--- src/design/mpc_pkg.sv ---
// Shared constants, types and microcode table of the modulated phase clock.
package mpc_pkg;

   localparam int BASE_BITS     = 24;
   localparam int DEPTH_BITS    = 16;
   localparam int FMOD_BITS     = 16;
   localparam int OUT_STEP_BITS = 24;
   localparam int FRAC_BITS     = 27;
   localparam int FACTOR_BITS   = 32;
   localparam int REM_BITS      = FACTOR_BITS + 1;
   localparam int CSR_ADDR_BITS = 4;
   localparam int CSR_DATA_BITS = 32;
   localparam int REG_IDX_BITS  = 2;

   localparam logic [FACTOR_BITS-1:0] FACTOR_ONE = FACTOR_BITS'(64'd1 << FRAC_BITS);

   localparam logic [REG_IDX_BITS-1:0] REG_BASE_STEP  = 2'd0;
   localparam logic [REG_IDX_BITS-1:0] REG_MOD1_DEPTH = 2'd1;
   localparam logic [REG_IDX_BITS-1:0] REG_MOD2_DEPTH = 2'd2;

   localparam int OP_BITS   = 4;
   localparam int COND_BITS = 3;
   localparam int PC_BITS   = 4;

   typedef logic [OP_BITS-1:0]   op_type;
   typedef logic [COND_BITS-1:0] cond_type;
   typedef logic [PC_BITS-1:0]   pc_type;

   localparam op_type OP_IDLE    = 4'd0;
   localparam op_type OP_FACTOR  = 4'd1;
   localparam op_type OP_NOP     = 4'd2;
   localparam op_type OP_MUL     = 4'd3;
   localparam op_type OP_MULSAT  = 4'd4;
   localparam op_type OP_DIVINIT = 4'd5;
   localparam op_type OP_DIVSTEP = 4'd6;
   localparam op_type OP_DIVEND  = 4'd7;
   localparam op_type OP_SWITCH  = 4'd8;
   localparam op_type OP_FINISH  = 4'd9;

   localparam cond_type C_NEXT       = 3'd0;
   localparam cond_type C_ALWAYS     = 3'd1;
   localparam cond_type C_WAIT_IN    = 3'd2;
   localparam cond_type C_DEPTH_ZERO = 3'd3;
   localparam cond_type C_NEG        = 3'd4;
   localparam cond_type C_ITER_MORE  = 3'd5;
   localparam cond_type C_STAGE_A    = 3'd6;
   localparam cond_type C_OUT_BUSY   = 3'd7;

   localparam pc_type PC_IDLE    = 4'd0;
   localparam pc_type PC_FACTOR  = 4'd1;
   localparam pc_type PC_SIGN    = 4'd2;
   localparam pc_type PC_MUL     = 4'd3;
   localparam pc_type PC_MULSAT  = 4'd4;
   localparam pc_type PC_DIVINIT = 4'd5;
   localparam pc_type PC_DIVSTEP = 4'd6;
   localparam pc_type PC_DIVEND  = 4'd7;
   localparam pc_type PC_SWITCH  = 4'd8;
   localparam pc_type PC_FINISH  = 4'd9;
   localparam pc_type UCODE_LAST = PC_FINISH;

   typedef struct packed {
      op_type   op;
      cond_type cond;
      pc_type   target;
   } ucode_type;

   typedef struct packed {
      logic wait_in;
      logic depth_zero;
      logic neg;
      logic iter_more;
      logic stage_a;
      logic out_busy;
   } status_type;

   function automatic ucode_type ucode_rom(input pc_type pc);
      ucode_type w;
      case (pc)
         PC_IDLE:    w = '{OP_IDLE,    C_WAIT_IN,    PC_IDLE};
         PC_FACTOR:  w = '{OP_FACTOR,  C_DEPTH_ZERO, PC_SWITCH};
         PC_SIGN:    w = '{OP_NOP,     C_NEG,        PC_DIVINIT};
         PC_MUL:     w = '{OP_MUL,     C_NEXT,       PC_IDLE};
         PC_MULSAT:  w = '{OP_MULSAT,  C_ALWAYS,     PC_SWITCH};
         PC_DIVINIT: w = '{OP_DIVINIT, C_NEXT,       PC_IDLE};
         PC_DIVSTEP: w = '{OP_DIVSTEP, C_ITER_MORE,  PC_DIVSTEP};
         PC_DIVEND:  w = '{OP_DIVEND,  C_NEXT,       PC_IDLE};
         PC_SWITCH:  w = '{OP_SWITCH,  C_STAGE_A,    PC_FACTOR};
         PC_FINISH:  w = '{OP_FINISH,  C_OUT_BUSY,   PC_FINISH};
         default:    w = '{OP_NOP,     C_ALWAYS,     PC_IDLE};
      endcase
      return w;
   endfunction

endpackage

--- src/design/mpc_if.sv ---
// Valid/ready channel interfaces for sample ticks and per-tick results.
interface mpc_req_if
   import mpc_pkg::*;
   ();
   logic                        valid;
   logic                        ready;
   logic                        phase_reset;
   logic signed [FMOD_BITS-1:0] fmod_a;
   logic signed [FMOD_BITS-1:0] fmod_b;

   modport source (output valid, output phase_reset, output fmod_a, output fmod_b,
                   input ready);
   modport sink (input valid, input phase_reset, input fmod_a, input fmod_b,
                 output ready);
endinterface

interface mpc_rsp_if
   import mpc_pkg::*;
   ();
   logic                     valid;
   logic                     ready;
   logic                     wrap_trigger;
   logic [OUT_STEP_BITS-1:0] phase_step;

   modport source (output valid, output wrap_trigger, output phase_step, input ready);
   modport sink (input valid, input wrap_trigger, input phase_step, output ready);
endinterface

--- src/design/mpc_seq.sv ---
// Microcode sequencer: step counter, control store lookup and conditional jumps.
module mpc_seq
   import mpc_pkg::*;
   (
   input  logic       clock,
   input  logic       reset,
   input  status_type status,
   output op_type     op
   );

   pc_type    pc_ff;
   pc_type    pc_in;
   ucode_type word;
   logic      taken;

   assign word = ucode_rom(pc_ff);
   assign op   = word.op;

   always_comb begin
      case (word.cond)
         C_NEXT:       taken = 1'b0;
         C_ALWAYS:     taken = 1'b1;
         C_WAIT_IN:    taken = status.wait_in;
         C_DEPTH_ZERO: taken = status.depth_zero;
         C_NEG:        taken = status.neg;
         C_ITER_MORE:  taken = status.iter_more;
         C_STAGE_A:    taken = status.stage_a;
         C_OUT_BUSY:   taken = status.out_busy;
         default:      taken = 1'b0;
      endcase
      if (taken) begin
         pc_in = word.target;
      end else if (pc_ff == UCODE_LAST) begin
         pc_in = PC_IDLE;
      end else begin
         pc_in = pc_ff + pc_type'(1);
      end
   end

   always_ff @(posedge clock) begin
      if (reset) begin
         pc_ff <= PC_IDLE;
      end else begin
         pc_ff <= pc_in;
      end
   end

endmodule

--- src/design/modulated_phase_clock_top.sv ---
// Top level of the modulated phase clock: register port, datapath and result register.
// Phase accumulator with two chained frequency modulation stages, one result per tick.
// A stage whose modulation depth is zero is skipped; otherwise it multiplies the step when
// its modulation is positive or zero and divides it when the modulation is negative; the
// restoring divider retires one quotient bit per cycle.
// A new tick is taken while the previous result still waits to be transferred.
module modulated_phase_clock_top
   import mpc_pkg::*;
   #(
   parameter int PHASE_BITS = 24
   )
   (
   input  logic                     clock,
   input  logic                     reset,
   mpc_req_if.sink                  req_ch,
   mpc_rsp_if.source                rsp_ch,
   input  logic                     psel,
   input  logic                     penable,
   input  logic                     pwrite,
   input  logic [CSR_ADDR_BITS-1:0] paddr,
   input  logic [CSR_DATA_BITS-1:0] pwdata,
   output logic [CSR_DATA_BITS-1:0] prdata,
   output logic                     pready
   );

   localparam int CNT_BITS   = $clog2(PHASE_BITS);
   localparam int DVD_BITS   = PHASE_BITS + FRAC_BITS;
   localparam int PROD_BITS  = PHASE_BITS + FACTOR_BITS;
   localparam int SHIFT_BITS = PROD_BITS - FRAC_BITS;
   localparam logic [PHASE_BITS-1:0] STEP_MAX   = '1;
   localparam logic [PHASE_BITS:0]   PHASE_INIT = {1'b1, {PHASE_BITS{1'b0}}};

   logic [BASE_BITS-1:0]        base_step_ff, base_step_in;
   logic [DEPTH_BITS-1:0]       mod1_depth_ff, mod1_depth_in;
   logic [DEPTH_BITS-1:0]       mod2_depth_ff, mod2_depth_in;
   logic [PHASE_BITS:0]         phase_ff, phase_in;
   logic [PHASE_BITS-1:0]       step_ff, step_in;
   logic signed [FMOD_BITS-1:0] fmod_a_ff, fmod_a_in;
   logic signed [FMOD_BITS-1:0] fmod_b_ff, fmod_b_in;
   logic                        phase_reset_ff, phase_reset_in;
   logic                        stage_ff, stage_in;
   logic [FACTOR_BITS-1:0]      factor_ff, factor_in;
   logic [PROD_BITS-1:0]        prod_ff, prod_in;
   logic [REM_BITS-1:0]         rem_ff, rem_in;
   logic [PHASE_BITS-1:0]       quot_ff, quot_in;
   logic [CNT_BITS-1:0]         count_ff, count_in;
   logic                        rsp_valid_ff, rsp_valid_in;
   logic                        wrap_trigger_ff, wrap_trigger_in;
   logic [OUT_STEP_BITS-1:0]    phase_step_ff, phase_step_in;

   op_type                      op;
   status_type                  status;
   logic                        csr_write;
   logic [REG_IDX_BITS-1:0]     reg_idx;
   logic [DEPTH_BITS-1:0]       cur_depth;
   logic signed [FMOD_BITS-1:0] cur_fmod;
   logic                        cur_neg;
   logic [FMOD_BITS-1:0]        cur_mag;
   logic [PHASE_BITS+BASE_BITS-1:0]     base_wide;
   logic [PHASE_BITS-1:0]       base_sat;
   logic [SHIFT_BITS-1:0]       prod_shift;
   logic [PHASE_BITS-1:0]       mul_sat;
   logic [DVD_BITS-1:0]         dividend;
   logic [REM_BITS-1:0]         trial;
   logic                        trial_fits;
   logic [PHASE_BITS:0]         phase_sum;
   logic [PHASE_BITS+OUT_STEP_BITS-1:0] step_wide;
   logic                        out_busy;

   mpc_seq u_seq (
      .clock  (clock),
      .reset  (reset),
      .status (status),
      .op     (op)
   );

   assign csr_write = psel && penable && pwrite;
   assign reg_idx   = paddr[CSR_ADDR_BITS-1:2];
   assign pready    = 1'b1;

   always_comb begin
      case (reg_idx)
         REG_BASE_STEP:  prdata = CSR_DATA_BITS'(base_step_ff);
         REG_MOD1_DEPTH: prdata = CSR_DATA_BITS'(mod1_depth_ff);
         REG_MOD2_DEPTH: prdata = CSR_DATA_BITS'(mod2_depth_ff);
         default:        prdata = '0;
      endcase
   end

   assign cur_depth  = stage_ff ? mod2_depth_ff : mod1_depth_ff;
   assign cur_fmod   = stage_ff ? fmod_b_ff : fmod_a_ff;
   assign cur_neg    = cur_fmod[FMOD_BITS-1];
   assign cur_mag    = cur_neg ? FMOD_BITS'(-cur_fmod) : FMOD_BITS'(cur_fmod);

   assign base_wide  = {{PHASE_BITS{1'b0}}, base_step_ff};
   assign base_sat   = (base_wide > {{BASE_BITS{1'b0}}, STEP_MAX}) ?
                       STEP_MAX : base_wide[PHASE_BITS-1:0];

   assign prod_shift = prod_ff[PROD_BITS-1:FRAC_BITS];
   assign mul_sat    = (|prod_shift[SHIFT_BITS-1:PHASE_BITS]) ?
                       STEP_MAX : prod_shift[PHASE_BITS-1:0];

   assign dividend   = {step_ff, {FRAC_BITS{1'b0}}};
   assign trial      = {rem_ff[REM_BITS-2:0], quot_ff[PHASE_BITS-1]};
   assign trial_fits = trial >= {1'b0, factor_ff};

   assign phase_sum  = phase_ff + {1'b0, step_ff};
   assign step_wide  = {{OUT_STEP_BITS{1'b0}}, step_ff};
   assign out_busy   = rsp_valid_ff && !rsp_ch.ready;

   assign req_ch.ready = (op == OP_IDLE);

   assign status.wait_in    = !(req_ch.valid && req_ch.ready);
   assign status.depth_zero = (cur_depth == '0);
   assign status.neg        = cur_neg;
   assign status.iter_more  = (count_ff != '0);
   assign status.stage_a    = !stage_ff;
   assign status.out_busy   = out_busy;

   assign rsp_ch.valid        = rsp_valid_ff;
   assign rsp_ch.wrap_trigger = wrap_trigger_ff;
   assign rsp_ch.phase_step   = phase_step_ff;

   always_comb begin
      base_step_in    = base_step_ff;
      mod1_depth_in   = mod1_depth_ff;
      mod2_depth_in   = mod2_depth_ff;
      phase_in        = phase_ff;
      step_in         = step_ff;
      fmod_a_in       = fmod_a_ff;
      fmod_b_in       = fmod_b_ff;
      phase_reset_in  = phase_reset_ff;
      stage_in        = stage_ff;
      factor_in       = factor_ff;
      prod_in         = prod_ff;
      rem_in          = rem_ff;
      quot_in         = quot_ff;
      count_in        = count_ff;
      rsp_valid_in    = rsp_valid_ff;
      wrap_trigger_in = wrap_trigger_ff;
      phase_step_in   = phase_step_ff;

      if (csr_write) begin
         case (reg_idx)
            REG_BASE_STEP:  base_step_in  = pwdata[BASE_BITS-1:0];
            REG_MOD1_DEPTH: mod1_depth_in = pwdata[DEPTH_BITS-1:0];
            REG_MOD2_DEPTH: mod2_depth_in = pwdata[DEPTH_BITS-1:0];
            default: ;
         endcase
      end

      if (rsp_valid_ff && rsp_ch.ready) begin
         rsp_valid_in = 1'b0;
      end

      case (op)
         OP_IDLE: begin
            if (req_ch.valid) begin
               step_in        = base_sat;
               fmod_a_in      = req_ch.fmod_a;
               fmod_b_in      = req_ch.fmod_b;
               phase_reset_in = req_ch.phase_reset;
               stage_in       = 1'b0;
            end
         end
         OP_FACTOR: begin
            factor_in = FACTOR_ONE + FACTOR_BITS'(cur_depth) * FACTOR_BITS'(cur_mag);
         end
         OP_MUL: begin
            prod_in = PROD_BITS'(step_ff) * PROD_BITS'(factor_ff);
         end
         OP_MULSAT: begin
            step_in = mul_sat;
         end
         OP_DIVINIT: begin
            rem_in   = REM_BITS'(dividend[DVD_BITS-1:PHASE_BITS]);
            quot_in  = dividend[PHASE_BITS-1:0];
            count_in = CNT_BITS'(PHASE_BITS - 1);
         end
         OP_DIVSTEP: begin
            if (trial_fits) begin
               rem_in  = trial - {1'b0, factor_ff};
               quot_in = {quot_ff[PHASE_BITS-2:0], 1'b1};
            end else begin
               rem_in  = trial;
               quot_in = {quot_ff[PHASE_BITS-2:0], 1'b0};
            end
            count_in = count_ff - CNT_BITS'(1);
         end
         OP_DIVEND: begin
            step_in = quot_ff;
         end
         OP_SWITCH: begin
            stage_in = 1'b1;
         end
         OP_FINISH: begin
            if (!out_busy) begin
               rsp_valid_in  = 1'b1;
               phase_step_in = step_wide[OUT_STEP_BITS-1:0];
               if (phase_reset_ff) begin
                  phase_in        = '0;
                  wrap_trigger_in = 1'b1;
               end else if (phase_sum[PHASE_BITS]) begin
                  phase_in        = {1'b0, phase_sum[PHASE_BITS-1:0]};
                  wrap_trigger_in = 1'b1;
               end else begin
                  phase_in        = phase_sum;
                  wrap_trigger_in = 1'b0;
               end
            end
         end
         default: ;
      endcase
   end

   always_ff @(posedge clock) begin
      if (reset) begin
         base_step_ff  <= '0;
         mod1_depth_ff <= '0;
         mod2_depth_ff <= '0;
         phase_ff      <= PHASE_INIT;
         stage_ff      <= 1'b0;
         rsp_valid_ff  <= 1'b0;
      end else begin
         base_step_ff  <= base_step_in;
         mod1_depth_ff <= mod1_depth_in;
         mod2_depth_ff <= mod2_depth_in;
         phase_ff      <= phase_in;
         stage_ff      <= stage_in;
         rsp_valid_ff  <= rsp_valid_in;
      end
   end

   always_ff @(posedge clock) begin
      step_ff         <= step_in;
      fmod_a_ff       <= fmod_a_in;
      fmod_b_ff       <= fmod_b_in;
      phase_reset_ff  <= phase_reset_in;
      factor_ff       <= factor_in;
      prod_ff         <= prod_in;
      rem_ff          <= rem_in;
      quot_ff         <= quot_in;
      count_ff        <= count_in;
      wrap_trigger_ff <= wrap_trigger_in;
      phase_step_ff   <= phase_step_in;
   end

endmodule

--- src/flat_wrapper.sv ---
// flat-port wrapper written by rule: the top's interface ports become plain ports
module modulated_phase_clock_top_flat import mpc_pkg::*;
#(
   parameter int PHASE_BITS = 24
   )
  (clock, reset, psel, penable, pwrite, paddr, pwdata, prdata, pready, req_ch_valid, req_ch_phase_reset, req_ch_fmod_a, req_ch_fmod_b, req_ch_ready, rsp_ch_valid, rsp_ch_wrap_trigger, rsp_ch_phase_step, rsp_ch_ready);
  mpc_req_if req_ch_i ();
  mpc_rsp_if rsp_ch_i ();
  input  logic clock;
  input  logic reset;
  input  logic psel;
  input  logic penable;
  input  logic pwrite;
  input  logic [CSR_ADDR_BITS-1:0] paddr;
  input  logic [CSR_DATA_BITS-1:0] pwdata;
  output logic [CSR_DATA_BITS-1:0] prdata;
  output logic pready;
  input wire logic [$bits(req_ch_i.valid)-1:0] req_ch_valid;
  input wire logic [$bits(req_ch_i.phase_reset)-1:0] req_ch_phase_reset;
  input wire logic [$bits(req_ch_i.fmod_a)-1:0] req_ch_fmod_a;
  input wire logic [$bits(req_ch_i.fmod_b)-1:0] req_ch_fmod_b;
  output wire logic [$bits(req_ch_i.ready)-1:0] req_ch_ready;
  output wire logic [$bits(rsp_ch_i.valid)-1:0] rsp_ch_valid;
  output wire logic [$bits(rsp_ch_i.wrap_trigger)-1:0] rsp_ch_wrap_trigger;
  output wire logic [$bits(rsp_ch_i.phase_step)-1:0] rsp_ch_phase_step;
  input wire logic [$bits(rsp_ch_i.ready)-1:0] rsp_ch_ready;
  assign req_ch_i.valid = req_ch_valid;
  assign req_ch_i.phase_reset = req_ch_phase_reset;
  assign req_ch_i.fmod_a = req_ch_fmod_a;
  assign req_ch_i.fmod_b = req_ch_fmod_b;
  assign req_ch_ready = req_ch_i.ready;
  assign rsp_ch_valid = rsp_ch_i.valid;
  assign rsp_ch_wrap_trigger = rsp_ch_i.wrap_trigger;
  assign rsp_ch_phase_step = rsp_ch_i.phase_step;
  assign rsp_ch_i.ready = rsp_ch_ready;
  modulated_phase_clock_top #(.PHASE_BITS(PHASE_BITS)) u_core (.clock(clock), .reset(reset), .req_ch(req_ch_i), .rsp_ch(rsp_ch_i), .psel(psel), .penable(penable), .pwrite(pwrite), .paddr(paddr), .pwdata(pwdata), .prdata(prdata), .pready(pready));
endmodule
--- config.mk ---
export PLATFORM = sky130hd
export DESIGN_NAME = modulated_phase_clock_top_flat
export DESIGN_NICKNAME = d
export VERILOG_FILES = /design/src/design/mpc_pkg.sv /design/src/design/mpc_if.sv /design/src/design/mpc_seq.sv /design/src/design/modulated_phase_clock_top.sv /design/src/flat_wrapper.sv
export SDC_FILE = /design/constraint.sdc
export NUM_CORES = 2
export LEC_CHECK = 0
export ABC_AREA = 0
export BUFFER_PORTS_ARGS = -buffer_cell sky130_fd_sc_hd__buf_2
export CAP_MARGIN = 20
export CELL_PAD_IN_SITES_DETAIL_PLACEMENT = 0
export CELL_PAD_IN_SITES_GLOBAL_PLACEMENT = 2
export CORE_MARGIN = 1.5
export CORE_UTILIZATION = 38
export DETAILED_ROUTE_END_ITERATION = 7
export GPL_ROUTABILITY_DRIVEN = 0
export HOLD_SLACK_MARGIN = 0.05
export PLACE_DENSITY_LB_ADDON = 0.25
export SYNTH_ARGS = -nofsm -noshare
export SYNTH_HDL_FRONTEND = slang
export SYNTH_SLANG_ARGS = --single-unit
export TNS_END_PERCENT = 5
--- constraint.sdc ---
create_clock -name clock -period 7.7 [get_ports clock]
set_input_delay 1.925 -clock clock [delete_from_list [all_inputs] [get_ports clock]]
set_output_delay 1.925 -clock clock [all_outputs]
set_load 0.05 [all_outputs]
==> out/results.ini <==
[clock_network]
clk_path_buf_depth = 3
path_clk_slew_ns = 0.06
postCtsHoldBufs = 0
htreeDepth = 2
root_buffer = clkbuf_16
cts_buffers = 40
cts_tree = built
cts.sinks = 302
insertion_delay_ns = 0.60

[yosys]
ys_types = 82
synth_top_cells_by_count = 951 x inv_1, 870 x nand2_1, 853 x fa_1, 353 x ha_1, 335 x and2_1
synthDominantCellAreaShare_pct = 36.5
synth_area_leaders = fa_1 36%, edfxtp_1 13%, ha_1 9.4%
synth_cells = 5066
synth_seq_cells = 302
yosys_warnings = 0
synth_edf_count = 204
synth.most_common_cell = inv_1
synth-seq-area-share_pct = 17.3
syn-cell-area_um2 = 46800
avgSynthCellArea_um2 = 9.24
yosys.area.top_type = fa_1
synth-main-ff-cell = edfxtp_1
synthArstFlopShare_pct = 0

[drt]
dr.pass1.iters = 5
wl_per_cell_um = 20.0
antenna_left = 0
remaining_drc_errors = 0
drt-total-wl_mm = 139
drt_iter0_drc = 1959
via_count = 34800
avgViaCountPerCell = 5.02

[layout]
antennaDiodeCount = 0
drive_above_1_share_pct = 9.74
fin_nets = 6546
area_growth_pct = 12.5
fillers = 12200

[worst_setup_path]
end_kind = register
reg2reg_from = u_core.stage_ff
slowest_delay_ns = 0.61
cp-startpoint = u_core.stage_ff
crit_fanout = 16
slowest_stage = fa_1
ff2ff_path_depth = 29
crit_required_ns = 8.03
r2r_slack_ns = 0.15
worst_setup_path_start_kind = register
cp_common_cell = fa_1
cp.arrival_ns = 7.88
critPathKind = register to register
r2r_end = u_core.factor_ff[31]
cp-endpoint = u_core.factor_ff[31]

[global_routing]
grt_pass1_vias = 36900
gr-total-overflow = 0
grt.total_usage_pct = 22.7
grt_pass1_wl_mm = 218
grt_max_degree = 83
antenna_found_initial = 9

[placed_design]
io_buffer_count = 116
hpwl_mm = 108

[floorplan]
die_w_um = 354
start_util_pct = 38.3
coreArea_um2 = 122000
die-area_um2 = 125000
rows = 128
chipHeight_um = 354
io_pins = 136

[sta]
finalHoldViolCount = 0
fin_crit_sh_pct = 98.1
worst_slew_pin_slew_ns = 1.02
fmax_ghz = 0.132
rsz0062_at_grt = true
post-route-min-period_ns = 7.55
drv_slew = 0
max_slew_margin_pct = 31.7
clock_skew_ns = 0.0287
finalSetupViolations = 0
whs_ns = 0.454

[min_path]
hold_class = register to register

[status]
status = finished clean

[flow_run]
cap_violations = 0

-- cells by family (layout without fill, tap and decap cells) --
group,count (synthesis),count (layout),share of synthesized area [%]
compound gates,529,529,7.09
xor+xnor,129,129,2.41
fa+ha+maj,1206,1206,45.9
buf+inv,1178,1401,9.60
flops,302,302,17.3
mux,74,74,1.70
other cells,2,9,0.0160
simple gates,1646,1646,16.0
-- per-layer routing --
layer / up-vias / GRT usage (%) / part of all wire, %
met3: 132 / 2.50 / 4.4
met4: 6 / 4.31 / 1.7
met2: 778 / 37.6 / 47
li1: 16000 / - / -
met1: 17800 / 32.1 / 47
met5: - / 0 / 0.024
-- stage by stage --
stage	area, um2	TNS, ns	cells	setup WS (ns)	utilization (%)
6_report	52600	0	6921	0.149	43.1
5_1_grt	52600	-0.190	6921	-0.144	43.1
4_1_cts	52400	0	6915	0.000530	43.0
3_5_place_dp	51100	-0.173	6841	-0.173	41.9
3_3_place_gp	51100	-0.196	6840	-0.196	41.8
2_1_floorplan	46900	0	5073	0.0117	-
-- state kept, by name (all words and copies together) (netlist names), 24 cells and up --
name                      flops
u_core.quot_ff               24
u_core.factor_ff             32
u_core.prod_ff               29
u_core.base_step_ff          24
u_core.rsp_ch.phase_step     24
u_core.rem_ff                32
u_core.phase_ff              25
u_core.step_ff               24
-- what timing repair did --
action / in CTS / in global routing
buffers inserted: 0 / 6
gates cloned: 0 / 0
resized for setup: 5 / 32
pin swaps: 4 / 13
setup endpoints to repair: 1 / 10
-- cell usage in the layout (no fill, tap or decap), drive strengths merged, types with 24 or more instances in the layout --
cell / count
dfxtp: 98
and2: 336
edfxtp: 204
xnor2: 80
buf: 376
nand2b: 30
o21ai: 134
nor3: 24
nand3: 67
nor2: 237
a21o: 53
xor2: 49
a21oi: 185
mux2i: 58
fa: 853
inv: 951
ha: 353
clkbuf: 56
nand2: 870
-- worst max-delay path: cells and delay by family, from the launching register on --
kind,cells,cell delay (ns)
adders and majority gates,7,3.18
and+or+nand+nor,10,1.81
AOI/OAI and AO/OA,5,0.98
buffers and inverters,5,0.57
DFF,1,0.34
muxes,1,0.32
xor gates and xnor gates,1,0.08
-- how the worst min path moves through the flow --
stage,from,end,slack [ns],cells after the start
final,u_core.phase_ff[24],u_core.phase_ff[24],0.45,2
after global routing,u_core.phase_ff[24],u_core.phase_ff[24],0.48,2
after CTS,u_core.phase_ff[24],u_core.phase_ff[24],0.46,2
after detailed placement,u_core.phase_ff[24],u_core.phase_ff[24],0.45,2
after global placement,u_core.phase_ff[24],u_core.phase_ff[24],0.44,2
after floorplan,u_core.phase_ff[24],u_core.phase_ff[24],0.43,2
-- final cells by class --
class                           instances  area [um2]  share of cell area [%]
Clock buffer                           56        1120                    2.13
Clock inverter                         18         201                   0.383
Inverter                              951        3570                    6.78
Multi-Input combinational cell       3593       34500                    65.5
Sequential cell                       302        8090                    15.4
Tap cell                             1625        2030                    3.86
Timing Repair Buffer                  376        3120                    5.93
Power is left out: the tool's default activity adds up to more than one toggle a clock period on the data nets, which glitch-free logic cannot reach.
